### src/rtl/click_double_click_classifier_top_defines.svh
// assertion macros used by the classifier back end
`ifndef CLICK_DOUBLE_CLICK_CLASSIFIER_TOP_DEFINES_SVH
`define CLICK_DOUBLE_CLICK_CLASSIFIER_TOP_DEFINES_SVH

// same-cycle implication, checked on clk, off while rst_n is low
`define CDCC_HOLDS(label, ante, cons) \
  label: assert property (@(posedge clk) disable iff (!rst_n) (ante) |-> (cons)) \
    else $error("cdcc check failed");

// next-cycle implication, checked on clk, off while rst_n is low
`define CDCC_NEXT(label, ante, cons) \
  label: assert property (@(posedge clk) disable iff (!rst_n) (ante) |=> (cons)) \
    else $error("cdcc check failed");

`endif

### src/rtl/cdcc_pkg.sv
// types, constants and codes of the click and double click classifier
`default_nettype none

package cdcc_pkg;

  localparam int KEY_SLOTS  = 512;
  localparam int SLOT_BITS  = $clog2(KEY_SLOTS);
  localparam int TIME_BITS  = 32;
  localparam int KEY_BITS   = 9;
  localparam int MOD_BITS   = 4;
  localparam int POS_BITS   = 16;
  localparam int TICK_BITS  = 16;
  localparam int D2_BITS    = 2 * POS_BITS + 2;
  localparam int ADDR_BITS  = 5;
  localparam int DATA_BITS  = 32;

  localparam int RES_DEPTH    = 4;
  localparam int RES_PTR_BITS = $clog2(RES_DEPTH);
  localparam int RES_CNT_BITS = RES_PTR_BITS + 1;

  // input command codes
  localparam logic [1:0] CMD_PRESS   = 2'd0;
  localparam logic [1:0] CMD_RELEASE = 2'd1;
  localparam logic [1:0] CMD_REPEAT  = 2'd2;

  // register indexes (word address)
  localparam logic [2:0] REG_LISTENING    = 3'd0;
  localparam logic [2:0] REG_KEY_CLICK    = 3'd1;
  localparam logic [2:0] REG_MOUSE_CLICK  = 3'd2;
  localparam logic [2:0] REG_DOUBLE_CLICK = 3'd3;
  localparam logic [2:0] REG_RADIUS_SQ    = 3'd4;

  typedef enum logic [1:0] {
    OP_PRESS,
    OP_RELEASE,
    OP_REPEAT
  } op_kind_t;

  typedef enum logic [1:0] {
    EV_DOWN,
    EV_RELEASE,
    EV_CLICK,
    EV_DOUBLE
  } ev_kind_t;

  typedef struct packed {
    op_kind_t                     kind;
    logic                         mouse;
    logic [KEY_BITS-1:0]          key;
    logic [MOD_BITS-1:0]          mods;
    logic [TIME_BITS-1:0]         now;
    logic signed [POS_BITS-1:0]   cx;
    logic signed [POS_BITS-1:0]   cy;
  } op_t;

  typedef struct packed {
    ev_kind_t             kind;
    logic [KEY_BITS-1:0]  key;
    logic [MOD_BITS-1:0]  mods;
    logic                 last;
  } res_t;

  typedef struct packed {
    logic [TICK_BITS-1:0] key_click;
    logic [TICK_BITS-1:0] mouse_click;
    logic [TICK_BITS-1:0] dbl_click;
    logic [TICK_BITS-1:0] radius_sq;
  } cfg_t;

endpackage

`default_nettype wire

### src/rtl/cdcc_res_queue.sv
// result queue: takes up to two words a cycle, hands out one
`default_nettype none

module cdcc_res_queue (
  input  wire logic                               clk,
  input  wire logic                               rst_n,
  input  wire logic                               push0,
  input  wire logic                               push1,
  input  wire cdcc_pkg::res_t                     res0,
  input  wire cdcc_pkg::res_t                     res1,
  input  wire logic                               pop,
  output logic                                    empty,
  output cdcc_pkg::res_t                          head,
  output logic [cdcc_pkg::RES_CNT_BITS-1:0]       free
);

  cdcc_pkg::res_t                      mem_r [cdcc_pkg::RES_DEPTH];
  logic [cdcc_pkg::RES_PTR_BITS-1:0]   wp_r, wp_nxt;
  logic [cdcc_pkg::RES_PTR_BITS-1:0]   rp_r, rp_nxt;
  logic [cdcc_pkg::RES_CNT_BITS-1:0]   cnt_r, cnt_nxt;
  logic [cdcc_pkg::RES_PTR_BITS-1:0]   wp_1;
  logic                                rd;

  assign empty = (cnt_r == '0);
  assign rd    = pop && !empty;
  assign wp_1  = wp_r + cdcc_pkg::RES_PTR_BITS'(1);

  always_comb begin
    wp_nxt  = wp_r + cdcc_pkg::RES_PTR_BITS'(push0) + cdcc_pkg::RES_PTR_BITS'(push1);
    rp_nxt  = rp_r + cdcc_pkg::RES_PTR_BITS'(rd);
    cnt_nxt = cnt_r + cdcc_pkg::RES_CNT_BITS'(push0) + cdcc_pkg::RES_CNT_BITS'(push1)
            - cdcc_pkg::RES_CNT_BITS'(rd);
  end

  always_ff @(posedge clk) begin
    if (!rst_n) begin
      wp_r  <= '0;
      rp_r  <= '0;
      cnt_r <= '0;
    end else begin
      wp_r  <= wp_nxt;
      rp_r  <= rp_nxt;
      cnt_r <= cnt_nxt;
    end
  end

  always_ff @(posedge clk) begin
    if (push0) begin
      mem_r[wp_r] <= res0;
    end
    if (push1) begin
      mem_r[wp_1] <= res1;
    end
  end

  assign head = mem_r[rp_r];
  assign free = cdcc_pkg::RES_CNT_BITS'(cdcc_pkg::RES_DEPTH) - cnt_r;

endmodule

`default_nettype wire

### config.mk
export PLATFORM = sky130hd
export DESIGN_NAME = cdcc_res_queue
export DESIGN_NICKNAME = d
export VERILOG_FILES = /design/src/rtl/click_double_click_classifier_top_defines.svh /design/src/rtl/cdcc_pkg.sv /design/src/rtl/cdcc_res_queue.sv
export SDC_FILE = /design/constraint.sdc
export NUM_CORES = 1
export LEC_CHECK = 0
export BUFFER_PORTS_ARGS = -buffer_cell sky130_fd_sc_hd__clkbuf_2
export CAP_MARGIN = 10
export CORE_MARGIN = 5
export CORE_UTILIZATION = 50
export DETAILED_ROUTE_END_ITERATION = 16
export PLACE_DENSITY = 0.74
export SLEW_MARGIN = 0
export SYNTH_ARGS = -nofsm -noshare
export SYNTH_HDL_FRONTEND = slang
export SYNTH_SLANG_ARGS = --single-unit
### constraint.sdc
create_clock -name clk -period 4.1 [get_ports clk]
set_clock_uncertainty 0.15 [all_clocks]
set_input_delay 0.205 -clock clk [delete_from_list [all_inputs] [get_ports clk]]
set_output_delay 0.205 -clock clk [all_outputs]
set_load 0.02 [all_outputs]
# ---- After elaboration in Yosys (flattened, before gate mapping)
# Memory sizes are Yosys's and may differ from the RTL's. A register that Yosys moved wholly into a read port is not among the register bits.
# Cells that the tools add are included.
dict set report totals {
  register_bits 7
  ramBits 64
  in_bits 37
  wordCells 20
  n_memories 1
}
dict set report classes {
  add_sub_neg 8
  mux 5
  reduce_logical 3
}
# name words width rd rd_ports_with_merged_regs write_ports line_no
set mem_list {}
lappend mem_list {mem_r 4 16 1 1 2 cdcc_res_queue.sv:17} ;# cdcc_pkg::res_t mem_r [cdcc_pkg::RES_DEPTH];
# op n
set ops {}
lappend ops {{$add A2 B1 Y2} 3}
lappend ops {{$add A3 B1 Y3} 2}
lappend ops {{$mux W1} 4}
lappend ops {{$logic_not A3 Y1} 1}
lappend ops {{$sub A3 B1 Y3} 1}
lappend ops {{$sub A3 B3 Y3 const A} 1}
lappend ops {{$add A2 B1 Y2 const B} 1}
lappend ops {{$mux W2} 1}
lappend ops {{$logic_and A1 B1 Y1} 1}
lappend ops {{$logic_not A1 Y1} 1}

# ---- Depth between registers and ports, before layout
# Gate-level depths: netlist (run 1).
dict set report logic_depth {
  ltp_word 5
  depth_mapped 10
}

# ---- Worst setup path before layout (run 1)
# No wires, ideal clock.
dict set report synth_path {
  kind {register to register}
  from {reg cnt_r[1] in the netlist's numbering}
  to {reg cnt_r[2] in the netlist's numbering}
  setup_time_ns 0.115
  t_arrival_ns 2.238
  required_ns 3.835
  slack_ns 1.597
  stages_incl_launch_ff 11
  period_less_slack_ns 2.503
  cell_sequence {dfxtp_1 > inv_1 > ha_1 > ha_1 > nor2b_1 > ha_1 > inv_1 > fa_1 > fa_1 > xnor3_1 > and2_1}
}
dict set report synth_between {
  elab_chain_cells 4
  word_cells_on_any_way 6
  cone_classes {3 x add/sub; 3 x reduce/logical}
}
# element line_no
set synth_rtl {}
lappend synth_rtl {{start: declaration} cdcc_res_queue.sv:20} ;# logic [cdcc_pkg::RES_CNT_BITS-1:0] cnt_r, cnt_nxt;
lappend synth_rtl {{start signal: assignment} cdcc_res_queue.sv:43} ;# cnt_r <= cnt_nxt;
lappend synth_rtl {{$logic_not A3 Y1} cdcc_res_queue.sv:24} ;# assign empty = (cnt_r == '0);
lappend synth_rtl {{via empty} cdcc_res_queue.sv:12} ;# output logic empty,
lappend synth_rtl {{$logic_not A1 Y1} cdcc_res_queue.sv:25} ;# assign rd = pop && !empty;
lappend synth_rtl {{$logic_and A1 B1 Y1} cdcc_res_queue.sv:25}
lappend synth_rtl {{$sub A3 B1 Y3} cdcc_res_queue.sv:32} ;# - cdcc_pkg::RES_CNT_BITS'(rd);
# The timed path passes the listed nets, and every way through them passes these cells.
# A chain may end at the register's enable or synchronous reset.

# ---- Worst setup path after layout (run 1)
dict set report layout_path {
  from {reg cnt_r[0] in the netlist's numbering}
  to {reg cnt_r[2] in the netlist's numbering}
}
dict set report layout_between {
  elab_chain_cells 4
  word_cells_on_any_way 6
  cone_classes {3 x add/sub; 3 x reduce/logical}
}
# element line_no
set layout_rtl {}
lappend layout_rtl {{branches (longest 3 deep; another with $add A3 B1 Y3)} --}
lappend layout_rtl {{$sub A3 B1 Y3 *} cdcc_res_queue.sv:32}
# Every way passes the cells marked *.

==> results.cfg, run 1 <==
[run_status]
status = complete, no violations

[route]
vias = 1909
totalWireLength_um = 6580
routedWlPerCell_um = 18.2
viasPerCell = 5.27
drt-pass1-iter-count = 4
drt_iter0_markers = 84
antenna_left = 0
drc = 0

[finish]
antenna_cells = 0
syn2layout_area_growth_pct = 15.7
final_util = 0.585
final_cells = 362
layout-drive-gt1-share = 0.612
final_area_um2 = 4180
nets = 302

[worst_setup_path]
crit_path_end = cnt_r[2]
r2r_slack_ps = 1560
critical_path.max_stage_delay_ps = 380
rr_endpoint = cnt_r[2]
cp-end-kind = register
worstSetupStartpointType = register
arrival_ps = 2630
crit_fanout = 3
worst-path-stages = 10
crit_required_ps = 4190
crit_slowest_cell = dfxtp_1
cp_top_family = adder cells
crit_path_frequent_cell = ha_1
reg2reg_from = cnt_r[0]
startpoint = cnt_r[0]
critical_path_buf_inv_count = 2
crit_chain = inv_1, ha_1, ha_1, nor2b_1, ha_1, inv_1, fa_1, fa_1, xnor3_1, and2_1
r2r_cells = 10
critPathKind = reg -> reg

[synthesis]
avgSynthCellArea_um2 = 18.1
synth_seq_cells = 71
synth-edff-count = 64
seq_area_frac_synth = 0.572
yosysTopAreaCell = edfxtp_1
netlist_instances = 199
synth_commonest_cells = 64 x edfxtp_1, 54 x mux2_2, 16 x mux4_2, 10 x mux2_4, 8 x inv_1
synth.area.top_cells = edfxtp_1 53%, mux2_2 17%, mux4_2 10%
syn-cell-area_um2 = 3610
synth_warnings = 0
synth_cell_types = 24
async_flop_share = 0
synth_ff_type = edfxtp_1
synth_nets = 243
synthDominantCellAreaShare = 0.533
yosysMostFrequentCell = edfxtp_1

[global_route]
grt_pass1_wl_um = 10800
grt_pass1_vias = 2044
grt_overflow_total = 0
grt_max_degree = 18
grt_use_total = 0.165
antenna_found_initial = 0

[floorplanning]
io_pins = 57
placementRows = 31
start_util = 0.505
dieArea_um2 = 9010
core_area_um2 = 7140
die_w_um = 94.9
die_h_um = 94.9

[power_and_ir_drop]
p_total_mw = 2.28
peakVddDrop_mv = 0.353
total_leakage_power_nw = 1.59
p_per_area_nw_per_um2 = 546

[placed_design]
dpl_worst_slack_ps = 1540
post_dp_cell_area_um2 = 3960
gp_congestion = 0.731
io_buffers = 56
dp_hpwl_um = 4300
dpl.cell_count = 346

[timing]
setup_viol = 0
holdWs_ps = 6.01
setup_ws_ps = 1560
rsz0062_at_grt = false
period_share = 0.619
max_slew.worst_pin.slew_ps = 1020
finalSetupTns_ps = 0
max_freq_ghz = 0.394
finalCriticalPeriod_ps = 2540
drv_slew = 0
hold_viol = 0
slew_headroom = 0.321

[clock_network]
cts.sinks = 71
cts_tree = built
htree_levels = 3
cts_setup_buffers = 0
cts_root_buffer = clkbuf_8
clockBufferDepth = 2
cts.clk_slew.worst_paths_ps = 80
ctsHoldBuffers = 0
cts_resized = 0
cts_buffers = 9
clk-insertion-delay-late_ps = 340

[job]
max-cap-violations = 0

[hold_path]
hp-class = in -> reg
worst reg2reg max path: stages, from the launching register on:
cell	delay (ps)
dfxtp_1	380
inv_1	60
ha_1	200
ha_1	190
nor2b_1	190
ha_1	150
inv_1	40
fa_1	370
fa_1	380
xnor3_1	180
and2_1	160
cell usage in the layout, fill, tap and decap left out, types with 2 or more instances in the layout:
cell type,instances
nor2_1,2
nand3b_4,2
xor2_1,2
mux4_2,16
clkbuf_2,56
buf_4,4
mux2_2,54
inv_6,2
ha_1,4
and2_1,7
clkinvlp_4,2
o21ai_2,2
clkbuf_8,9
dfxtp_1,7
bufinv_16,2
fa_1,3
inv_1,8
mux2_4,10
edfxtp_1,64
state kept, by name, indices dropped and copies added (netlist names):
register	flops
wp_r	2
mem_r	64
rp_r	2
cnt_r	3
worst min path at each step:
stage / startpoint / to / slack [ps] / cells past startpoint
floorplan: rst_n / cnt_r[1] / 180 / 1
global placement: rst_n / cnt_r[2] / 360 / 2
detailed placement: rst_n / wp_r[0] / 370 / 2
CTS: rst_n / wp_r[0] / 10 / 2
global route: rst_n / wp_r[0] / 20 / 2
finish: rst_n / wp_r[0] / 6 / 2
metal layers:
| layer | global-route usage | wire length [um] |
|---|---|---|
| met5 | 0 | 0 |
| met4 | 0.0757 | 91 |
| met3 | 0.0422 | 350 |
| met2 | 0.268 | 3440 |
| met1 | 0.207 | 2690 |
where the power goes:
group          switching, mW  internal, mW  total (mW)  leakage (nW)
combinational          0.361         0.329       0.690         0.832
clock                  0.274         0.347       0.621         0.104
sequential            0.0574         0.910       0.967         0.658
cell families (layout without fill, tap and decap cells):
kind of cell | Yosys count | after routing | synth area share
AOI/OAI and AO/OA | 2 | 2 | 0.00277
xor gates and xnor gates | 3 | 3 | 0.0111
adders and majority gates | 7 | 7 | 0.0305
buffers and inverters | 20 | 84 | 0.0343
DFF | 71 | 71 | 0.572
muxes | 81 | 81 | 0.313
and+or+nand+nor | 15 | 15 | 0.0368
area by class of cell:
class                   instances  area (um^2)
clock buffers                  10          128
well taps                      99          124
repair buffers                 60          310
flip-flops and latches         71         2060
multi-input cells             108         1430
fillers                       577         2960
inverters                       8         30.0
clock inverters                 6         92.6
Note: power is estimated with default switching activity, not from simulation.
==> run 2, diff against run 1 <==
--- a/config.mk
+++ b/config.mk
@@ -10,7 +10,7 @@
 export CORE_MARGIN = 5
 export CORE_UTILIZATION = 50
 export DETAILED_ROUTE_END_ITERATION = 16
-export PLACE_DENSITY = 0.74
+export PLACE_DENSITY = 0.77
 export SLEW_MARGIN = 0
 export SYNTH_ARGS = -nofsm -noshare
 export SYNTH_HDL_FRONTEND = slang
==> constraint.sdc (replaced) <==
create_clock -name clk -period 2.16 [get_ports clk]
set_clock_uncertainty 0.15 [all_clocks]
set_input_delay 0.108 -clock clk [delete_from_list [all_inputs] [get_ports clk]]
set_output_delay 0.108 -clock clk [all_outputs]
set_load 0.02 [all_outputs]
==> run 2 against run 1 <==
Against the previous run: the run now ends with negative setup slack left; cell area grew 14%; register-to-register slack lost 1700 ps; largest cell class unchanged; global-route usage grew 1.2 points; non-clock buffer count grew 51; clock-buffer cell count is the same; critical path depth is the same.
==> results.cfg, run 2 (synthesized netlist as in run 1, its figures left out) <==
[clock_network]
clockBufferDepth = 2
cts_root_buffer = clkbuf_8
cts_tree = built
htree_levels = 3
cts.clk_slew.worst_paths_ps = 70
cts.sinks = 71
cts_buffers = 9
clk-insertion-delay-late_ps = 340

[placed_design]
post_dp_cell_area_um2 = 4130
io_buffers = 56
gp_congestion = 0.673
dp_hpwl_um = 4600

[route]
drc = 0
viasPerCell = 5.07
drt-pass1-iter-count = 4
antenna_left = 0
drt_iter0_markers = 81
routedWlPerCell_um = 17.3
vias = 2092
totalWireLength_um = 7150

[floorplanning]
io_pins = 57
core_area_um2 = 7140
start_util = 0.505
die_h_um = 94.9
placementRows = 31
dieArea_um2 = 9010
die_w_um = 94.9

[power_and_ir_drop]
peakVddDrop_mv = 0.679
p_switching_mw = 1.37
internal_power_mw = 3.36
power_frac_comb = 0.353
total_leakage_power_nw = 1.85
seqPwrFrac = 0.382
switching_share = 0.290
p_total_mw = 4.73
p_per_area_nw_per_um2 = 994
clock_power_share = 0.265

[worst_setup_path]
crit_path_end = cnt_r[2]
critical_path_buf_inv_count = 2
rr_endpoint = cnt_r[2]
arrival_ps = 2360
worstSetupStartpointType = register
worst-path-stages = 10
reg2reg_from = cnt_r[1]
r2r_slack_ps = -110
crit_fanout = 2
crit_required_ps = 2250
cp-end-kind = register
critPathKind = reg -> reg
crit_path_frequent_cell = ha_4
cp_top_family = adder cells
startpoint = cnt_r[1]
crit_slowest_cell = fa_2
r2r_cells = 10
critical_path.max_stage_delay_ps = 340
crit_chain = inv_2, ha_4, ha_4, nor2b_4, ha_4, inv_2, fa_2, fa_2, xnor3_1, and2_1

[run_status]
violations = negative setup slack
status = finished, violations left

[job]
max-cap-violations = 0

[timing]
slew_headroom = 0.617
holdWs_ps = 76.8
rsz0062_at_grt = true
max_freq_ghz = 0.440
drv_slew = 0
finalCriticalPeriod_ps = 2270
setup_ws_ps = -113
hold_viol = 0
max_slew.worst_pin.slew_ps = 574
period_share = 1.05
setup_viol = 2

[hold_path]
hp-class = in -> reg
whs_path_depth = 3

[global_route]
grt_pass1_vias = 2375
antenna_found_initial = 0
grt_max_degree = 18
grt_overflow_total = 0
grt_use_total = 0.177
grt_pass1_wl_um = 11600

[finish]
largest_reg_flops = 64
nets = 353
antenna_cells = 0
top_register = mem_r
layout_commonest_cell = edfxtp_1
reg_top3 = mem_r (64), cnt_r (3)
multi_input_area_um2 = 1480
final_area_um2 = 4750
layout-drive-gt1-share = 0.605
mostFrequentLayoutCells = 64 x edfxtp_1, 56 x clkbuf_2, 54 x mux2_2
ff_latch_area_um2 = 2060
syn2layout_area_growth_pct = 31.7
fillers = 529
[run 2: cell types whose count changed in the layout (fill, tap and decap cells not counted), sizes merged]
| cell | delta |
|---|---|
| dlygate4sd3 | +34 |
| buf | +17 |
| clkinv | +3 |
| clkinvlp | -2 |
| inv | -2 |
| bufinv | +1 |
[run 2: per-layer routing]
layer	share of wire	wire length, um	vias to the layer above	global-route usage
met5	0	0	-	0
met3	0.038	275	9	0.0375
met4	0.011	77	0	0.0673
met1	0.42	3020	1033	0.207
met2	0.53	3780	51	0.315
li1	-	-	999	-
[run 2: worst min path at each step]
stage,end,slack [ps],startpoint
2_1_floorplan,cnt_r[1],80,rst_n
3_3_place_gp,cnt_r[2],260,rst_n
3_5_place_dp,rp_r[0],260,rst_n
4_1_cts,wp_r[0],80,push0
5_1_grt,wp_r[0],110,push0
6_report,wp_r[0],80,push0
[run 2: per-stage QoR]
stage	util	setup WS (ps)	TNS, ps	std cells
after detailed placement	0.578	-133	-171	359
final	0.666	-113	-145	413
after CTS	0.664	-109	-132	411
after global placement	0.578	-66.1	-66.1	359
after global routing	0.666	-189	-271	413
after floorplan	-	-191	-6270	199
[run 2: power groups by stage]
stage               clock network, mW  registers [mW]  logic, mW
global placement                    0            1.83       1.54
floorplan                           0            1.80       1.12
CTS                              1.28            1.81       1.67
detailed placement                  0            1.84       1.56
finish                           1.25            1.81       1.67
global route                     1.32            1.82       1.81
[run 2: area by class of cell]
| class | instances | area share |
|---|---|---|
| Clock buffer | 10 | 0.0269 |
| Clock inverter | 6 | 0.0229 |
| Inverter | 8 | 0.00632 |
| Multi-Input combinational cell | 108 | 0.312 |
| Sequential cell | 71 | 0.434 |
| Tap cell | 99 | 0.0261 |
| Timing Repair Buffer | 111 | 0.172 |
[run 2: worst register-to-register path, stage by stage (launching register included)]
cell and delay, ps:
dfxtp_2 330, inv_2 80, ha_4 150, ha_4 140, nor2b_4 40, ha_4 250
inv_2 30, fa_2 330, fa_2 340, xnor3_1 170, and2_1 160
[run 2: timing repair]
item	CTS	global route
pin swaps	1	0
setup endpoints to repair	2	2
setup buffers	2	2
hold buffers	34	0
cloned	0	0
gates resized for setup	4	0
endpoints found under the hold margin	71	0
==> run 3, diff against run 2 <==
--- a/config.mk
+++ b/config.mk
@@ -7,9 +7,10 @@
 export LEC_CHECK = 0
 export BUFFER_PORTS_ARGS = -buffer_cell sky130_fd_sc_hd__clkbuf_2
 export CAP_MARGIN = 10
-export CORE_MARGIN = 5
+export CORE_MARGIN = 10
 export CORE_UTILIZATION = 50
 export DETAILED_ROUTE_END_ITERATION = 16
+export GPL_TIMING_DRIVEN = 0
 export PLACE_DENSITY = 0.77
 export SLEW_MARGIN = 0
 export SYNTH_ARGS = -nofsm -noshare
==> run 3 against run 2 <==
Against the previous run: the flow still finishes with violations (negative setup slack); first-iteration DRC count is 17% higher; hold slack got worse by 42 ps; critical path depth unchanged; clock-buffer cell count shrank 1; maximum frequency up 0.26%; die area grew 22%; combinational power about the same; register-to-register slack barely moved; final cell count shrank 0.48%; cell area down 0.47%; critical path type unchanged; largest cell class unchanged.
==> results.cfg, run 3 (synthesized netlist as in run 1, its figures left out) <==
[finish]
fillers = 499
antenna_cells = 0
layout_commonest_cell = edfxtp_1
syn2layout_area_growth_pct = 31.1
top_register = mem_r
reg_top3 = mem_r (64), cnt_r (3)
layout-drive-gt1-share = 0.600
mostFrequentLayoutCells = 64 x edfxtp_1, 57 x clkbuf_2, 54 x mux2_2
nets = 354
largest_reg_flops = 64

[clock_network]
cts_tree = built
cts.clk_slew.worst_paths_ps = 70
cts.sinks = 71
clk-insertion-delay-late_ps = 340
clockBufferDepth = 2
cts_buffers = 9
htree_levels = 3
cts_root_buffer = clkbuf_8

[timing]
period_share = 1.05
setup_ws_ps = -107
rsz0062_at_grt = true
holdWs_ps = 35.3
slew_headroom = 0.368
max_slew.worst_pin.slew_ps = 948
finalCriticalPeriod_ps = 2270
hold_viol = 0
finalSetupTns_ps = -142
drv_slew = 0
setup_viol = 2
max_freq_ghz = 0.441

[global_route]
grt_max_degree = 17
grt_use_total = 0.143
grt_pass1_vias = 2377
grt_pass1_wl_um = 12300
grt_overflow_total = 0
antenna_found_initial = 0

[floorplanning]
dieArea_um2 = 11000
io_pins = 57
placementRows = 30
die_w_um = 105
die_h_um = 105
core_area_um2 = 6910
start_util = 0.522

[placed_design]
dp_hpwl_um = 5030
io_buffers = 56
gp_congestion = 0.692

[worst_setup_path]
crit_slowest_cell = fa_2
reg2reg_from = cnt_r[1]
arrival_ps = 2360
r2r_slack_ps = -110
critical_path.max_stage_delay_ps = 340
rr_endpoint = cnt_r[2]
cp-end-kind = register
critPathKind = reg -> reg
worstSetupStartpointType = register
r2r_cells = 10
crit_path_frequent_cell = ha_4
crit_required_ps = 2260
crit_fanout = 2
crit_chain = inv_2, ha_4, ha_4, nor2b_4, ha_4, inv_2, fa_2, fa_2, xnor3_1, and2_1

[hold_path]
holdCritStartpoint = push1
hp-class = in -> reg
min_to = wp_r[0]
whs_path_depth = 3

[route]
viasPerCell = 5.13
drt_iter0_markers = 95
totalWireLength_um = 7680
drc = 0
vias = 2109
routedWlPerCell_um = 18.7
antenna_left = 0
drt-pass1-iter-count = 4

[run_status]
violations = negative setup slack
status = finished, violations left

[power_and_ir_drop]
total_leakage_power_nw = 1.83
p_total_mw = 4.48
p_per_area_nw_per_um2 = 948
peakVddDrop_mv = 0.637

[job]
max-cap-violations = 0
[run 3: worst max-delay path by stage]
stage | endpoint | from | slack [ps] | cells past startpoint
2_1_floorplan | mem_r[2][0] | wp_r[0] | -190 | 3
3_3_place_gp | mem_r[0][8] | wp_r[0] | -1150 | 3
3_5_place_dp | cnt_r[2] | cnt_r[1] | -160 | 10
4_1_cts | cnt_r[2] | cnt_r[1] | -110 | 10
5_1_grt | cnt_r[2] | cnt_r[1] | -200 | 10
6_report | cnt_r[2] | cnt_r[1] | -110 | 10
[run 3: layer usage]
layer | vias to the layer above | global-route usage | routed length [um]
met4 | 0 | 0.0422 | 82
met5 | - | 0 | 0
li1 | 1005 | - | -
met2 | 58 | 0.246 | 4000
met3 | 7 | 0.0498 | 405
met1 | 1039 | 0.164 | 3190
[run 3: layout make-up]
type	instances	area (um^2)	share of cell area
Tap cell	96	120	0.0254
Timing Repair Buffer	100	728	0.154
Clock buffer	9	124	0.0262
Sequential cell	71	2060	0.437
Buffer	12	105	0.0222
Inverter	8	30.0	0.00635
Clock inverter	7	73.8	0.0156
Multi-Input combinational cell	108	1480	0.314
[run 3: power by group]
group	leakage (nW)	switching [mW]	internal, mW
clock network	0.0992	0.510	0.534
logic	1.07	0.833	0.823
registers	0.659	0.0521	1.73
total	1.83	1.40	3.09
[run 3: critical path: cells and delay by family, from the launching register on]
| family | cells | cell delay, ps |
|---|---|---|
| adder cells (fa/ha/maj) | 5 | 1210 |
| flip-flops | 1 | 330 |
| AND/OR/NAND/NOR | 2 | 210 |
| XOR/XNOR | 1 | 170 |
| buffers and inverters | 2 | 100 |
[run 3: timing repair]
action | in CTS | in global routing
hold buffers | 38 | 0
resized for setup | 7 | 1
buffers inserted | 3 | 0
pin swaps | 1 | 0
endpoints found under the hold margin | 71 | 0
setup endpoints to repair | 12 | 4
[run 3: through the flow]
stage / cells / util / area [um^2] / setup slack, ps
after floorplan: 199 / - / 3640 / -191
after global placement: 351 / 0.585 / 4040 / -1150
after detailed placement: 354 / 0.593 / 4100 / -157
after CTS: 411 / 0.684 / 4730 / -106
after global routing: 411 / 0.685 / 4730 / -204
final: 411 / 0.685 / 4730 / -107
