`src/rtl/click_double_click_classifier_top_defines.svh`:
```
// assertion macros used by the classifier back end
`ifndef CLICK_DOUBLE_CLICK_CLASSIFIER_TOP_DEFINES_SVH
`define CLICK_DOUBLE_CLICK_CLASSIFIER_TOP_DEFINES_SVH

// same-cycle implication, checked on clk, off while rst_n is low
`define CDCC_HOLDS(label, ante, cons) \
  label: assert property (@(posedge clk) disable iff (!rst_n) (ante) |-> (cons)) \
    else $error("cdcc check failed");

// next-cycle implication, checked on clk, off while rst_n is low
`define CDCC_NEXT(label, ante, cons) \
  label: assert property (@(posedge clk) disable iff (!rst_n) (ante) |=> (cons)) \
    else $error("cdcc check failed");

`endif

```
`src/rtl/cdcc_pkg.sv`:
```
// types, constants and codes of the click and double click classifier
`default_nettype none

package cdcc_pkg;

  localparam int KEY_SLOTS  = 512;
  localparam int SLOT_BITS  = $clog2(KEY_SLOTS);
  localparam int TIME_BITS  = 32;
  localparam int KEY_BITS   = 9;
  localparam int MOD_BITS   = 4;
  localparam int POS_BITS   = 16;
  localparam int TICK_BITS  = 16;
  localparam int D2_BITS    = 2 * POS_BITS + 2;
  localparam int ADDR_BITS  = 5;
  localparam int DATA_BITS  = 32;

  localparam int RES_DEPTH    = 4;
  localparam int RES_PTR_BITS = $clog2(RES_DEPTH);
  localparam int RES_CNT_BITS = RES_PTR_BITS + 1;

  // input command codes
  localparam logic [1:0] CMD_PRESS   = 2'd0;
  localparam logic [1:0] CMD_RELEASE = 2'd1;
  localparam logic [1:0] CMD_REPEAT  = 2'd2;

  // register indexes (word address)
  localparam logic [2:0] REG_LISTENING    = 3'd0;
  localparam logic [2:0] REG_KEY_CLICK    = 3'd1;
  localparam logic [2:0] REG_MOUSE_CLICK  = 3'd2;
  localparam logic [2:0] REG_DOUBLE_CLICK = 3'd3;
  localparam logic [2:0] REG_RADIUS_SQ    = 3'd4;

  typedef enum logic [1:0] {
    OP_PRESS,
    OP_RELEASE,
    OP_REPEAT
  } op_kind_t;

  typedef enum logic [1:0] {
    EV_DOWN,
    EV_RELEASE,
    EV_CLICK,
    EV_DOUBLE
  } ev_kind_t;

  typedef struct packed {
    op_kind_t                     kind;
    logic                         mouse;
    logic [KEY_BITS-1:0]          key;
    logic [MOD_BITS-1:0]          mods;
    logic [TIME_BITS-1:0]         now;
    logic signed [POS_BITS-1:0]   cx;
    logic signed [POS_BITS-1:0]   cy;
  } op_t;

  typedef struct packed {
    ev_kind_t             kind;
    logic [KEY_BITS-1:0]  key;
    logic [MOD_BITS-1:0]  mods;
    logic                 last;
  } res_t;

  typedef struct packed {
    logic [TICK_BITS-1:0] key_click;
    logic [TICK_BITS-1:0] mouse_click;
    logic [TICK_BITS-1:0] dbl_click;
    logic [TICK_BITS-1:0] radius_sq;
  } cfg_t;

endpackage

`default_nettype wire

```
`src/rtl/cdcc_front.sv`:
```
// front end: accepts input words, drops ignored events, queues decoded ops
`default_nettype none

module cdcc_front (
  input  wire logic                                clk,
  input  wire logic                                rst_n,
  input  wire logic                                push,
  output logic                                     full,
  input  wire logic [1:0]                          in_cmd,
  input  wire logic                                in_from_mouse,
  input  wire logic [cdcc_pkg::KEY_BITS-1:0]       in_key_code,
  input  wire logic [cdcc_pkg::MOD_BITS-1:0]       in_modifiers,
  input  wire logic [cdcc_pkg::TIME_BITS-1:0]      in_now_ticks,
  input  wire logic signed [cdcc_pkg::POS_BITS-1:0] in_cursor_x,
  input  wire logic signed [cdcc_pkg::POS_BITS-1:0] in_cursor_y,
  input  wire logic                                listening,
  input  wire logic                                clr_busy,
  input  wire logic                                op_pop,
  output logic                                     op_valid,
  output cdcc_pkg::op_t                            op_head
);

  cdcc_pkg::op_t q_r [2];
  logic          wp_r, wp_nxt;
  logic          rp_r, rp_nxt;
  logic [1:0]    cnt_r, cnt_nxt;
  logic          accept;
  logic          keep;
  logic          wr;
  logic          rd;
  cdcc_pkg::op_t op_new;

  always_comb begin
    keep        = 1'b0;
    op_new.kind = cdcc_pkg::OP_PRESS;
    case (in_cmd)
      cdcc_pkg::CMD_PRESS: begin
        keep        = 1'b1;
        op_new.kind = cdcc_pkg::OP_PRESS;
      end
      cdcc_pkg::CMD_RELEASE: begin
        keep        = 1'b1;
        op_new.kind = cdcc_pkg::OP_RELEASE;
      end
      cdcc_pkg::CMD_REPEAT: begin
        // mouse repeat gives nothing
        keep        = !in_from_mouse;
        op_new.kind = cdcc_pkg::OP_REPEAT;
      end
      default: begin
        keep = 1'b0;
      end
    endcase
    op_new.mouse = in_from_mouse;
    op_new.key   = in_key_code;
    op_new.mods  = in_modifiers;
    op_new.now   = in_now_ticks;
    op_new.cx    = in_cursor_x;
    op_new.cy    = in_cursor_y;
  end

  assign full   = (cnt_r == 2'd2) || clr_busy;
  assign accept = push && !full;
  assign wr     = accept && keep && listening;
  assign rd     = op_pop && (cnt_r != 2'd0);

  always_comb begin
    wp_nxt  = wr ? !wp_r : wp_r;
    rp_nxt  = rd ? !rp_r : rp_r;
    cnt_nxt = cnt_r + {1'b0, wr} - {1'b0, rd};
  end

  always_ff @(posedge clk) begin
    if (!rst_n) begin
      wp_r  <= 1'b0;
      rp_r  <= 1'b0;
      cnt_r <= 2'd0;
    end else begin
      wp_r  <= wp_nxt;
      rp_r  <= rp_nxt;
      cnt_r <= cnt_nxt;
    end
  end

  always_ff @(posedge clk) begin
    if (wr) begin
      q_r[wp_r] <= op_new;
    end
  end

  assign op_valid = (cnt_r != 2'd0);
  assign op_head  = q_r[rp_r];

endmodule

`default_nettype wire

```
`config.mk`:
```
export PLATFORM = sky130hd
export DESIGN_NAME = cdcc_front
export DESIGN_NICKNAME = d
export VERILOG_FILES = /design/src/rtl/click_double_click_classifier_top_defines.svh /design/src/rtl/cdcc_pkg.sv /design/src/rtl/cdcc_front.sv
export SDC_FILE = /design/constraint.sdc
export NUM_CORES = 1
export LEC_CHECK = 0
export ABC_AREA = 1
export BUFFER_PORTS_ARGS = -buffer_cell sky130_fd_sc_hd__buf_2
export CORE_ASPECT_RATIO = 1.75
export CORE_MARGIN = 8
export CORE_UTILIZATION = 56
export CTS_CLUSTER_SIZE = 10
export DETAILED_ROUTE_END_ITERATION = 10
export PLACE_DENSITY = 0.84
export REMOVE_ABC_BUFFERS = 1
export SLEW_MARGIN = 10
export SYNTH_ARGS = -nofsm -noshare
export SYNTH_HDL_FRONTEND = slang
export SYNTH_SLANG_ARGS = --single-unit
```
`constraint.sdc`:
```
create_clock -name clk -period 7.1 [get_ports clk]
set_input_delay 0 -clock clk [delete_from_list [all_inputs] [get_ports clk]]
set_output_delay 0 -clock clk [all_outputs]
set_load 0.02 [all_outputs]
```
Yosys cells after proc, flatten, opt, wreduce, memory -nomap -nowiden
Memory sizes are Yosys's and may differ from the RTL's. A register that Yosys moved wholly into a read port is not among the register bits.
Cells that the tools add are included.
{"block": "totals", "in_bits": 86, "ff_bits": 4, "mem_bits_rw": 160, "memories": 1}
{"memory": "q_r", "words": 2, "width": 80, "rd": 1, "rd_clocked_by_memory_dff": 1, "wr": 1, "line_no": "cdcc_front.sv:23", "rtl": "cdcc_pkg::op_t q_r [2];"}
{"block": "op_classes", "n_eq_ne": 3, "addsub": 2, "n_mux": 6, "n_reduce_logical": 12}
{"cell": "$eq A2 B2 Y1 const B", "count": 2}
{"cell": "$logic_and A1 B1 Y1", "count": 4}
{"cell": "$logic_not A1 Y1", "count": 4}
{"cell": "$mux W1", "count": 4}
{"cell": "$pmux W2 S2", "count": 1}
{"cell": "$add A2 B1 Y2", "count": 1}
{"cell": "$eq A2 B1 Y1 const B", "count": 1}
{"cell": "$logic_not A2 Y1", "count": 1}
{"cell": "$pmux W1 S2", "count": 1}
{"cell": "$reduce_bool A2 Y1", "count": 1}
{"cell": "$reduce_or A2 Y1", "count": 1}
{"cell": "$sub A2 B1 Y2", "count": 1}
{"cell": "$logic_or A1 B1 Y1", "count": 1}

Depth between registers and ports, before layout
Gate-level depths: netlist of the first run.
{"block": "depth", "ltp_word": 8, "ltp_mapped": 11, "mapped_depth_nobuf": 11}

Least setup slack after synthesis of the first run
No wires, ideal clock.
{"block": "synth_timing", "path_type": "register -> register", "start": "reg cnt_r[0]", "end": "mem q_r[0][0] in the netlist's numbering (enable)", "stages_incl_launch_ff": 7, "setup_ns": 0.519, "slack_ns": 2.389, "arrival_time_ns": 4.192, "path_cell_list": "dfxtp_1 > inv_1 > nand2_1 > nand2_1 > nor2_1 > nand2_1 > nor2_1"}
{"block": "synth_via", "elab_chain_len": 8}
{"element": "from (decl)", "line_no": "cdcc_front.sv:26", "rtl": "logic [1:0] cnt_r, cnt_nxt;"}
{"element": "from (signal assigned)", "line_no": "cdcc_front.sv:81", "rtl": "cnt_r <= cnt_nxt;"}
{"element": "$eq A2 B2 Y1", "line_no": "cdcc_front.sv:62", "rtl": "assign full = (cnt_r == 2'd2) || clr_busy;"}
{"element": "$logic_or A1 B1 Y1", "line_no": "cdcc_front.sv:62"}
{"element": "named net full", "line_no": "cdcc_front.sv:8", "rtl": "output logic full,"}
{"element": "$logic_not A1 Y1", "line_no": "cdcc_front.sv:63", "rtl": "assign accept = push && !full;"}
{"element": "$logic_and A1 B1 Y1", "line_no": "cdcc_front.sv:63"}
{"element": "$logic_and A1 B1 Y1 (2 in a row)", "line_no": "cdcc_front.sv:64", "rtl": "assign wr = accept && keep && listening;"}
{"element": "$mux W1", "line_no": "cdcc_front.sv:86", "rtl": "if (wr) begin"}
{"element": "$mux W1 (implied by the code)", "line_no": "cdcc_front.sv:87", "rtl": "q_r[wp_r] <= op_new;"}
{"element": "to (decl)", "line_no": "cdcc_front.sv:23"}
The timed path passes the listed nets, and every way through them passes these cells.

Final worst setup path of the first run
{"block": "layout_timing", "start": "reg cnt_r[0]", "end": "mem q_r[0][2] in the netlist's numbering (enable)"}
{"block": "layout_via", "elab_chain_len": 8}
{"element": "$eq A2 B2 Y1", "line_no": "cdcc_front.sv:62"}
{"element": "$logic_or A1 B1 Y1", "line_no": "cdcc_front.sv:62"}
{"element": "$logic_not A1 Y1", "line_no": "cdcc_front.sv:63"}
{"element": "$logic_and A1 B1 Y1", "line_no": "cdcc_front.sv:63"}
{"element": "$logic_and A1 B1 Y1 (2 in a row)", "line_no": "cdcc_front.sv:64"}
{"element": "$mux W1", "line_no": "cdcc_front.sv:86"}
{"element": "$mux W1 (implied by the code)", "line_no": "cdcc_front.sv:87"}
No other way between the ends.

==> impl_metrics.py, run 1 <==
metrics = {
    "outcome": {
        "status": "completed",
    },
    "worst_setup_path": {
        "cp.required_ns": 7.15,
        "crit_chain": "inv_1 -> nand2_1 -> nand2_1 -> nor2_1 -> nand2_1 -> nor2_4 -> buf_4",
        "cp_slowest_cell": "nor2_4",
        "critPathMostFrequentCell": "nand2_1",
        "path_class": "flip-flop to flip-flop",
        "cpPeakStageDelay_ns": 0.81,
        "reg2regPathDepth": 7,
        "crit_fanout": 44,
        "crit_path_start_kind": "flip-flop",
        "end_kind": "flip-flop",
        "worstPathArrival_ns": 2.86,
    },
    "place": {
        "hpwl_mm": 8.80,
        "place_congestion": 0.711,
        "io_buffers": 167,
        "dpl_cell_area_mm2": 0.00730,
    },
    "sta": {
        "period_share_pct": 39.7,
        "timing.final.crit_period_ns": 2.82,
        "hold_slack_ns": 0.0304,
        "skew_ns": 0.00883,
        "hold_viol": 0,
        "grt_setup_unrepaired": "false",
        "fmax_ghz": 0.355,
        "setup_viol": 0,
        "slew_violations": 0,
        "slew_headroom_pct": 30.5,
        "tightest_slew_ns": 1.04,
        "setup_tns_ns": 0,
    },
    "clock_tree": {
        "clk_pin_slew_ns": 0.06,
        "cts_buffers": 17,
        "clock_latency_ns": 0.41,
        "cts_num_sinks": 165,
        "clockRootBuffer": "clkbuf_16",
        "htree_levels": 4,
        "cts_setup_buffers": 0,
        "clockBufferDepth": 2,
        "cts_tree": "done",
    },
    "floorplan": {
        "die_area_mm2": 0.0153,
        "initial_core_util_pct": 56.5,
        "fp.coreArea_mm2": 0.0114,
        "fp-row-count": 52,
        "die_w_um": 97.0,
        "die_y_um": 158,
        "num_io_pins": 168,
    },
    "synthesis": {
        "synth_area_leader_cell": "edfxtp_1",
        "ys_seq_area_share_pct": 76.2,
        "synth_top_area_share_pct": 74.7,
        "synth.distinct_cells": 14,
        "synth_area_mm2": 0.00643,
        "ys_ff_latch": 165,
        "syn_area_per_cell_um2": 22.5,
        "yosysWarnings": 0,
        "yosys-top-cells-area": "edfxtp_1 (75%), mux2_4 (19%), buf_12 (2.5%)",
        "synth_cells": 286,
    },
    "hold_path": {
        "hold_depth": 5,
        "min_path_type": "input port to flip-flop",
    },
    "power": {
        "internal_power_mw": 2.10,
        "irDropWorstVdd_v": 0.000240,
        "p_sw_share_pct": 26.4,
        "p_comb_share_pct": 23.3,
        "p_seq_share_pct": 40.6,
        "powerDensity_mw_per_mm2": 324,
        "leakagePower_nw": 3.50,
        "switchingPower_mw": 0.753,
        "power_mw": 2.85,
        "pwr-share-clk_pct": 36.1,
    },
    "global_routing": {
        "grt_max_degree": 47,
        "grt_pass1_wl_mm": 21.2,
        "track_usage_pct": 18.2,
        "grt_pass1_vias": 3945,
        "grt_remaining_overflow": 0,
        "antenna_found_initial": 0,
    },
    "final_layout": {
        "postLayoutCoreUtil_pct": 77.4,
        "area_growth_pct": 37.0,
        "final_cell_area_mm2": 0.00881,
        "drive_gt1_share_pct": 50.7,
        "layout.nets": 637,
    },
    "routing": {
        "via_count": 3557,
        "initialDrtViolationCount": 184,
        "wl_per_cell_um": 20.1,
        "vias_per_cell": 5.09,
        "detail_route.first_pass.iterations": 4,
        "drc": 0,
        "ant_nets": 0,
        "wl_mm": 14.0,
    },
    "job": {
        "drv_cap": 0,
    },
}
==> cell usage in the layout, fill, tap and decap left out <==
| master | Yosys | final |
|---|---|---|
| diode_2 | 0 | 2 |
| dlygate4sd3_1 | 0 | 83 |
| nand3_1 | 1 | 1 |
| ha_1 | 2 | 2 |
| buf_4 | 0 | 3 |
| clkbuf_16 | 0 | 17 |
| a21oi_1 | 4 | 4 |
| dfxtp_4 | 0 | 1 |
| xnor2_1 | 1 | 1 |
| dfxtp_1 | 5 | 4 |
| clkinv_2 | 0 | 3 |
| nand2_1 | 7 | 7 |
| clkinvlp_4 | 0 | 3 |
| inv_1 | 8 | 7 |
| o21a_1 | 1 | 1 |
| mux2_4 | 80 | 80 |
| o21ai_0 | 3 | 3 |
| nor2_4 | 0 | 1 |
| inv_6 | 0 | 3 |
| bufinv_16 | 0 | 6 |
| inv_8 | 0 | 1 |
| buf_2 | 0 | 167 |
| edfxtp_1 | 160 | 160 |
| nor2_1 | 5 | 4 |
==> cells in the mapped netlist (all sizes together) <==
cell,instances
edfxtp,160
buf,9
ha,2
mux2,80
a21oi,4
xnor2,1
inv,8
nand3,1
o21a,1
nand2,7
nor2,5
o21ai,3
dfxtp,5
==> kinds of logic (layout without fill, tap and decap cells) <==
group / after synthesis / count (layout) / share of synthesized area (%)
mux: 80 / 80 / 18.7
buf+inv: 17 / 293 / 3.13
simple gates: 13 / 13 / 0.778
other cells: 0 / 2 / 0
compound gates: 8 / 8 / 0.661
fa+ha+maj: 2 / 2 / 0.389
xor+xnor: 1 / 1 / 0.136
flops: 165 / 165 / 76.2
==> worst paths after layout <==
path	startpoint	end	slack, ns
worst max-delay path	cnt_r[0]$_SDFF_PN0_	q_r[0][2]$_DFFE_PP_	4.28
worst min-delay path	push	wp_r$_SDFFE_PN0P_	0.03
worst max register to register	cnt_r[0]$_SDFF_PN0_	q_r[0][2]$_DFFE_PP_	4.28
worst min register to register	rp_r$_SDFFE_PN0P_	flip-flop	0.47
==> worst max-delay path, delay by kind of cell, from the launching register on <==
| family | cells | cell delay (ns) |
|---|---|---|
| buffers and inverters | 2 | 0.71 |
| AND/OR/NAND/NOR | 5 | 1.32 |
| flip-flops | 1 | 0.38 |
==> layout make-up <==
cell class | count | area (µm²)
Antenna cell | 2 | 5.00
Multi-Input combinational cell | 104 | 1340
Clock inverter | 15 | 250
Inverter | 8 | 31.3
Sequential cell | 165 | 4910
Clock buffer | 17 | 425
Tap cell | 135 | 169
Timing Repair Buffer | 253 | 1690
Fill cell | 582 | 2570
==> routing by layer <==
metal	part of all wire, %	GRT usage, %	routed length (µm)	vias up
met5	0	0	0	-
met4	3.6	12.5	503	0
met3	5.2	5.07	734	29
met2	57	34.1	8020	142
met1	34	16.6	4770	1738
li1	-	-	-	1648
==> stage by stage <==
step,cells,setup slack (ns)
detailed placement,582,4.31
global route,697,4.13
finish,699,4.28
global placement,582,4.48
floorplan,277,2.39
CTS,697,4.29
==> timing repair <==
item	4_1_cts	5_1_grt
hold buffers	83	0
endpoints found under the hold margin	165	0
gates resized for setup	0	0
==> power by group through the flow <==
stage / Clock (mW) / Combinational [mW] / Sequential, mW
floorplan: 0 / 0.462 / 1.21
global placement: 0 / 0.616 / 1.18
detailed placement: 0 / 0.628 / 1.18
CTS: 1.04 / 0.666 / 1.16
global route: 1.08 / 0.700 / 1.17
finish: 1.03 / 0.665 / 1.16
==> state kept, by name, indices dropped and copies added (netlist names), named ones only <==
name / cells
q_r: 160
cnt_r: 2
rp_r: 1
wp_r: 1
(Power assumes the default switching activity.)
==> run 2: changes to the inputs <==
--- a/config.mk
+++ b/config.mk
@@ -9,10 +9,10 @@
 export BUFFER_PORTS_ARGS = -buffer_cell sky130_fd_sc_hd__buf_2
 export CORE_ASPECT_RATIO = 1.75
 export CORE_MARGIN = 8
-export CORE_UTILIZATION = 56
+export CORE_UTILIZATION = 47
 export CTS_CLUSTER_SIZE = 10
 export DETAILED_ROUTE_END_ITERATION = 10
-export PLACE_DENSITY = 0.84
+export PLACE_DENSITY = 0.75
 export REMOVE_ABC_BUFFERS = 1
 export SLEW_MARGIN = 10
 export SYNTH_ARGS = -nofsm -noshare
==> constraint.sdc (replaced) <==
create_clock -name clk -period 2.3 [get_ports clk]
set_input_delay 0 -clock clk [delete_from_list [all_inputs] [get_ports clk]]
set_output_delay 0 -clock clk [all_outputs]
set_load 0.02 [all_outputs]
==> impl_metrics.py, run 2 (synthesis results as in run 1) <==
metrics = {
    "outcome": {
        "status": "completed",
    },
    "clock_tree": {
        "cts_num_sinks": 165,
        "clockBufferDepth": 2,
        "htree_levels": 4,
        "cts_tree": "done",
        "cts_resized": 0,
        "cts_setup_buffers": 0,
        "cts_buffers": 17,
        "clk_pin_slew_ns": 0.06,
        "clockRootBuffer": "clkbuf_16",
        "clock_latency_ns": 0.41,
    },
    "sta": {
        "slew_violations": 0,
        "grt_setup_unrepaired": "false",
        "fmax_ghz": 0.477,
        "hold_slack_ns": 0.0309,
        "timing.final.crit_period_ns": 2.10,
        "slew_headroom_pct": 65.5,
        "hold_viol": 0,
        "tightest_slew_ns": 0.517,
        "setup_viol": 0,
        "period_share_pct": 91.2,
        "skew_ns": 0.00715,
    },
    "final_layout": {
        "layout_common_cells": "buf_2 (167), edfxtp_1 (160), dlygate4sd3_1 (84), mux2_4 (80), clkbuf_16 (17)",
        "area_growth_pct": 38.5,
        "final_cell_area_mm2": 0.00891,
        "layout.nets": 642,
        "final_common_cell": "buf_2",
        "regMostFlops": "q_r",
        "top_regs": "q_r: 160 flops, cnt_r: 2 flops",
        "drive_gt1_share_pct": 50.2,
        "largest_reg_flops": 160,
    },
    "floorplan": {
        "num_io_pins": 168,
        "die_y_um": 171,
        "initial_core_util_pct": 48.1,
        "fp.coreArea_mm2": 0.0134,
        "fp-row-count": 56,
        "die_w_um": 104,
        "die_area_mm2": 0.0178,
    },
    "worst_setup_path": {
        "end_kind": "flip-flop",
        "cp.required_ns": 2.63,
        "crit_fanout": 3,
        "path_class": "flip-flop to flip-flop",
        "critPathMostFrequentCell": "nand2_1",
        "crit_chain": "inv_1 -> nand2_1 -> nand2_1 -> nor2_1 -> nand2_1 -> ha_1 -> inv_1 -> ha_1 -> xnor2_1 -> o21ai_0 -> a21oi_1",
        "cpPeakStageDelay_ns": 0.35,
        "cp_slowest_cell": "dfxtp_1",
        "r2r_setup_slack_ns": 0.20,
        "crit_path_start_kind": "flip-flop",
        "worstPathArrival_ns": 2.42,
    },
    "routing": {
        "detail_route.first_pass.iterations": 4,
        "vias_per_cell": 4.77,
        "wl_per_cell_um": 18.5,
        "via_count": 3547,
        "wl_mm": 13.7,
        "ant_nets": 0,
        "drc": 0,
        "initialDrtViolationCount": 134,
    },
    "place": {
        "hpwl_mm": 9.24,
        "dpl_cell_area_mm2": 0.00743,
        "io_buffers": 167,
        "place_congestion": 0.734,
    },
    "power": {
        "powerDensity_mw_per_mm2": 974,
        "leakagePower_nw": 3.52,
        "irDropWorstVdd_v": 0.000546,
    },
    "global_routing": {
        "grt_pass1_vias": 3994,
        "track_usage_pct": 15.2,
        "grt_remaining_overflow": 0,
        "antenna_found_initial": 3,
        "grt_max_degree": 55,
        "grt_pass1_wl_mm": 20.4,
    },
    "hold_path": {
        "min_path_type": "input port to flip-flop",
    },
    "job": {
        "drv_cap": 0,
    },
}
==> run 2: worst max-delay path, delay by kind of cell, from the launching register on <==
family                     cells  cell delay, ns
adders and majority gates      2            0.51
and+or+nand+nor                4            0.50
DFF                            1            0.35
AOI/OAI and AO/OA              2            0.33
xor gates and xnor gates       1            0.21
buffers and inverters          2            0.11
==> run 2: power by group <==
group | internal [mW] | switching [mW] | total [mW]
registers | 3.42 | 0.133 | 3.55
clock network | 1.92 | 1.07 | 2.99
logic | 1.06 | 1.08 | 2.14
==> run 2: stage by stage <==
stage | TNS [ns] | setup WS (ns) | power [mW] | utilization [%] | cells
2_1_floorplan | -343.93 | -2.41 | 5.16 | - | 277
3_3_place_gp | 0 | 0.556 | 5.61 | 55.5 | 625
3_5_place_dp | 0 | 0.293 | 5.66 | 55.5 | 625
4_1_cts | 0 | 0.267 | 8.76 | 66.5 | 740
5_1_grt | 0 | 0.0428 | 8.98 | 66.6 | 743
6_report | 0 | 0.202 | 8.68 | 66.6 | 743
==> run 2: layout make-up <==
| type | count | area (µm²) |
|---|---|---|
| Sequential cell | 165 | 4910 |
| Tap cell | 174 | 218 |
| Timing Repair Buffer | 258 | 1780 |
| Multi-Input combinational cell | 104 | 1340 |
| Clock buffer | 18 | 429 |
| Fill cell | 898 | 4470 |
| Inverter | 8 | 31.3 |
| Antenna cell | 3 | 7.51 |
| Clock inverter | 13 | 204 |
==> run 2: worst paths after layout <==
path / startpoint / end / cells after the start
max: cnt_r[0]$_SDFF_PN0_ / cnt_r[1]$_SDFF_PN0_ / 11
min: listening / wp_r$_SDFFE_PN0P_ / 5
max reg2reg: cnt_r[0]$_SDFF_PN0_ / cnt_r[1]$_SDFF_PN0_ / 11
min reg2reg: rp_r$_SDFFE_PN0P_ / flip-flop / 1
==> run 2: metal layers <==
layer | track usage [%] | part of all wire, % | up-vias
met4 | 8.55 | 3.0 | 0
met5 | 0 | 0 | -
met1 | 12.7 | 33 | 1743
met2 | 29.6 | 59 | 124
met3 | 5.69 | 5.2 | 26
li1 | - | - | 1654
==> run 2: what timing repair did <==
| item | in CTS | in global routing |
|---|---|---|
| setup endpoints to repair | 0 | 0 |
| hold buffers | 84 | 0 |
| hold endpoints to repair | 165 | 0 |
==> run 3: changes to the inputs <==
--- a/config.mk
+++ b/config.mk
@@ -7,12 +7,14 @@
 export LEC_CHECK = 0
 export ABC_AREA = 1
 export BUFFER_PORTS_ARGS = -buffer_cell sky130_fd_sc_hd__buf_2
+export CELL_PAD_IN_SITES_DETAIL_PLACEMENT = 0
+export CELL_PAD_IN_SITES_GLOBAL_PLACEMENT = 2
 export CORE_ASPECT_RATIO = 1.75
 export CORE_MARGIN = 8
-export CORE_UTILIZATION = 47
+export CORE_UTILIZATION = 35
 export CTS_CLUSTER_SIZE = 10
 export DETAILED_ROUTE_END_ITERATION = 10
-export PLACE_DENSITY = 0.75
+export PLACE_DENSITY = 0.76
 export REMOVE_ABC_BUFFERS = 1
 export SLEW_MARGIN = 10
 export SYNTH_ARGS = -nofsm -noshare
==> impl_metrics.py, run 3 (synthesis results as in run 1) <==
metrics = {
    "outcome": {
        "status": "completed",
    },
    "routing": {
        "vias_per_cell": 4.33,
        "wl_mm": 13.8,
        "drc": 0,
        "initialDrtViolationCount": 107,
        "wl_per_cell_um": 17.3,
        "via_count": 3471,
        "detail_route.first_pass.iterations": 4,
        "ant_nets": 0,
    },
    "place": {
        "preCtsSetupSlack_ns": 0.498,
        "hpwl_mm": 9.70,
        "place_congestion": 0.693,
        "io_buffers": 167,
        "dp.cells": 686,
    },
    "clock_tree": {
        "cts_buffers": 17,
        "cts_tree": "done",
        "clockBufferDepth": 2,
        "htree_levels": 4,
        "hold_buffers": 84,
        "cts_resized": 0,
        "clk_pin_slew_ns": 0.06,
        "clock_latency_ns": 0.41,
        "cts_num_sinks": 165,
        "clockRootBuffer": "clkbuf_16",
        "cts_setup_buffers": 0,
    },
    "hold_path": {
        "min_path_type": "input port to flip-flop",
    },
    "power": {
        "powerDensity_mw_per_mm2": 926,
        "switchingPower_mw": 2.28,
        "irDropWorstVdd_v": 0.000527,
        "leakagePower_nw": 3.48,
        "p_seq_share_pct": 42.9,
        "pwr-share-clk_pct": 30.9,
        "p_sw_share_pct": 27.6,
        "internal_power_mw": 5.97,
        "p_comb_share_pct": 26.2,
    },
    "final_layout": {
        "largest_reg_flops": 160,
        "drive_gt1_share_pct": 50.4,
        "instances_no_fill": 802,
        "layout_common_cells": "buf_2 (167), edfxtp_1 (160), dlygate4sd3_1 (84), mux2_4 (80), clkbuf_16 (17)",
        "final_common_cell": "buf_2",
        "n_fill_cell": 1545,
        "layout.nets": 643,
        "area_growth_pct": 38.5,
        "top_regs": "q_r: 160 flops, cnt_r: 2 flops",
        "regMostFlops": "q_r",
        "diodes": 0,
    },
    "worst_setup_path": {
        "critical_path.endpoint": "op_head[63]",
        "rr_startpoint": "cnt_r[0]$_SDFF_PN0_",
        "reg2regPathDepth": 11,
        "end_kind": "primary output",
        "crit_path_start_kind": "flip-flop",
        "reg2reg_to": "cnt_r[1]$_SDFF_PN0_",
        "path_class": "flip-flop to primary output",
        "crit_fanout": 22,
        "cp.required_ns": 2.30,
        "r2r_setup_slack_ns": 0.48,
        "worstPathArrival_ns": 1.89,
    },
    "global_routing": {
        "grt_pass1_vias": 3940,
        "grt_pass1_wl_mm": 21.2,
        "antenna_found_initial": 0,
        "grt_remaining_overflow": 0,
        "grt_max_degree": 47,
        "track_usage_pct": 12.1,
    },
    "sta": {
        "tightest_slew_ns": 0.486,
        "setup_tns_ns": 0,
        "slew_violations": 0,
        "hold_viol": 0,
        "fmax_ghz": 0.528,
        "worst_slack_ns": 0.407,
        "period_share_pct": 82.3,
        "setup_viol": 0,
        "grt_setup_unrepaired": "false",
        "timing.final.crit_period_ns": 1.89,
        "slew_headroom_pct": 67.6,
        "skew_ns": 0.00960,
    },
    "floorplan": {
        "die_w_um": 118,
        "fp-row-count": 65,
        "die_area_mm2": 0.0231,
        "num_io_pins": 168,
        "fp.coreArea_mm2": 0.0181,
        "initial_core_util_pct": 35.6,
        "die_y_um": 195,
    },
    "job": {
        "drv_cap": 0,
    },
}
[run 3: changes by cell type in the layout (fill, tap and decap cells not counted), moves of 3 or more]
cell	previous run	this run
clkinvlp_4	0	4
clkinv_1	3	0
bufinv_16	5	1
diode_2	3	0
clkbuf_1	1	4
clkinv_2	2	7
[run 3: worst max-delay path, stage by stage (launching register included)]
cell	delay (ns)
dfxtp_4	0.65
buf_4	0.32
mux2_4	0.32
buf_2	0.16
[run 3: power by group through the flow]
| stage | clock [mW] | combinational, mW | sequential [mW] |
|---|---|---|---|
| finish | 2.55 | 2.16 | 3.54 |
| global route | 2.74 | 2.29 | 3.56 |
| CTS | 2.62 | 2.21 | 3.55 |
| detailed placement | 0 | 2.09 | 3.61 |
| global placement | 0 | 2.07 | 3.60 |
| floorplan | 0 | 1.43 | 3.73 |
[run 3: cell type report]
type | instances | area (µm²) | share of cell area (%)
Multi-Input combinational cell | 104 | 1340 | 15.0
Inverter | 8 | 31.3 | 0.351
Sequential cell | 165 | 4910 | 55.1
Tap cell | 234 | 293 | 3.29
Clock inverter | 11 | 90.1 | 1.01
Clock buffer | 21 | 440 | 4.94
Timing Repair Buffer | 259 | 1810 | 20.3
[run 3: layer usage]
layer | GRT usage [%] | share of wire [%] | vias to the layer above
met2 | 24.0 | 60 | 93
met3 | 3.61 | 4.6 | 19
li1 | - | - | 1652
met5 | 0 | 0 | -
met1 | 10.6 | 34 | 1707
met4 | 5.79 | 2.2 | 0
[run 3: worst min-delay path by stage]
| stage | startpoint | endpoint | slack [ns] | cells after the start |
|---|---|---|---|---|
| 3_3_place_gp | in_now_ticks[17] | q_r[1][49]$_DFFE_PP_ | 0.19 | 1 |
| 4_1_cts | listening | wp_r$_SDFFE_PN0P_ | 0.003 | 5 |
| 6_report | listening | wp_r$_SDFFE_PN0P_ | 0.02 | 5 |
| 2_1_floorplan | rst_n | cnt_r[0]$_SDFF_PN0_ | 0.09 | 2 |
| 5_1_grt | listening | wp_r$_SDFFE_PN0P_ | 0.05 | 5 |
| 3_5_place_dp | in_now_ticks[3] | q_r[0][35]$_DFFE_PP_ | 0.19 | 1 |
[run 3: per-stage QoR]
step / utilization, % / hold slack [ns] / instance area [µm²] / total power [mW]
2_1_floorplan: - / 0.0935 / 6260 / 5.16
3_3_place_gp: 41.8 / 0.190 / 7540 / 5.68
3_5_place_dp: 41.8 / 0.191 / 7540 / 5.70
4_1_cts: 49.3 / 0.00297 / 8910 / 8.37
5_1_grt: 49.3 / 0.0505 / 8910 / 8.59
6_report: 49.3 / 0.0235 / 8910 / 8.25
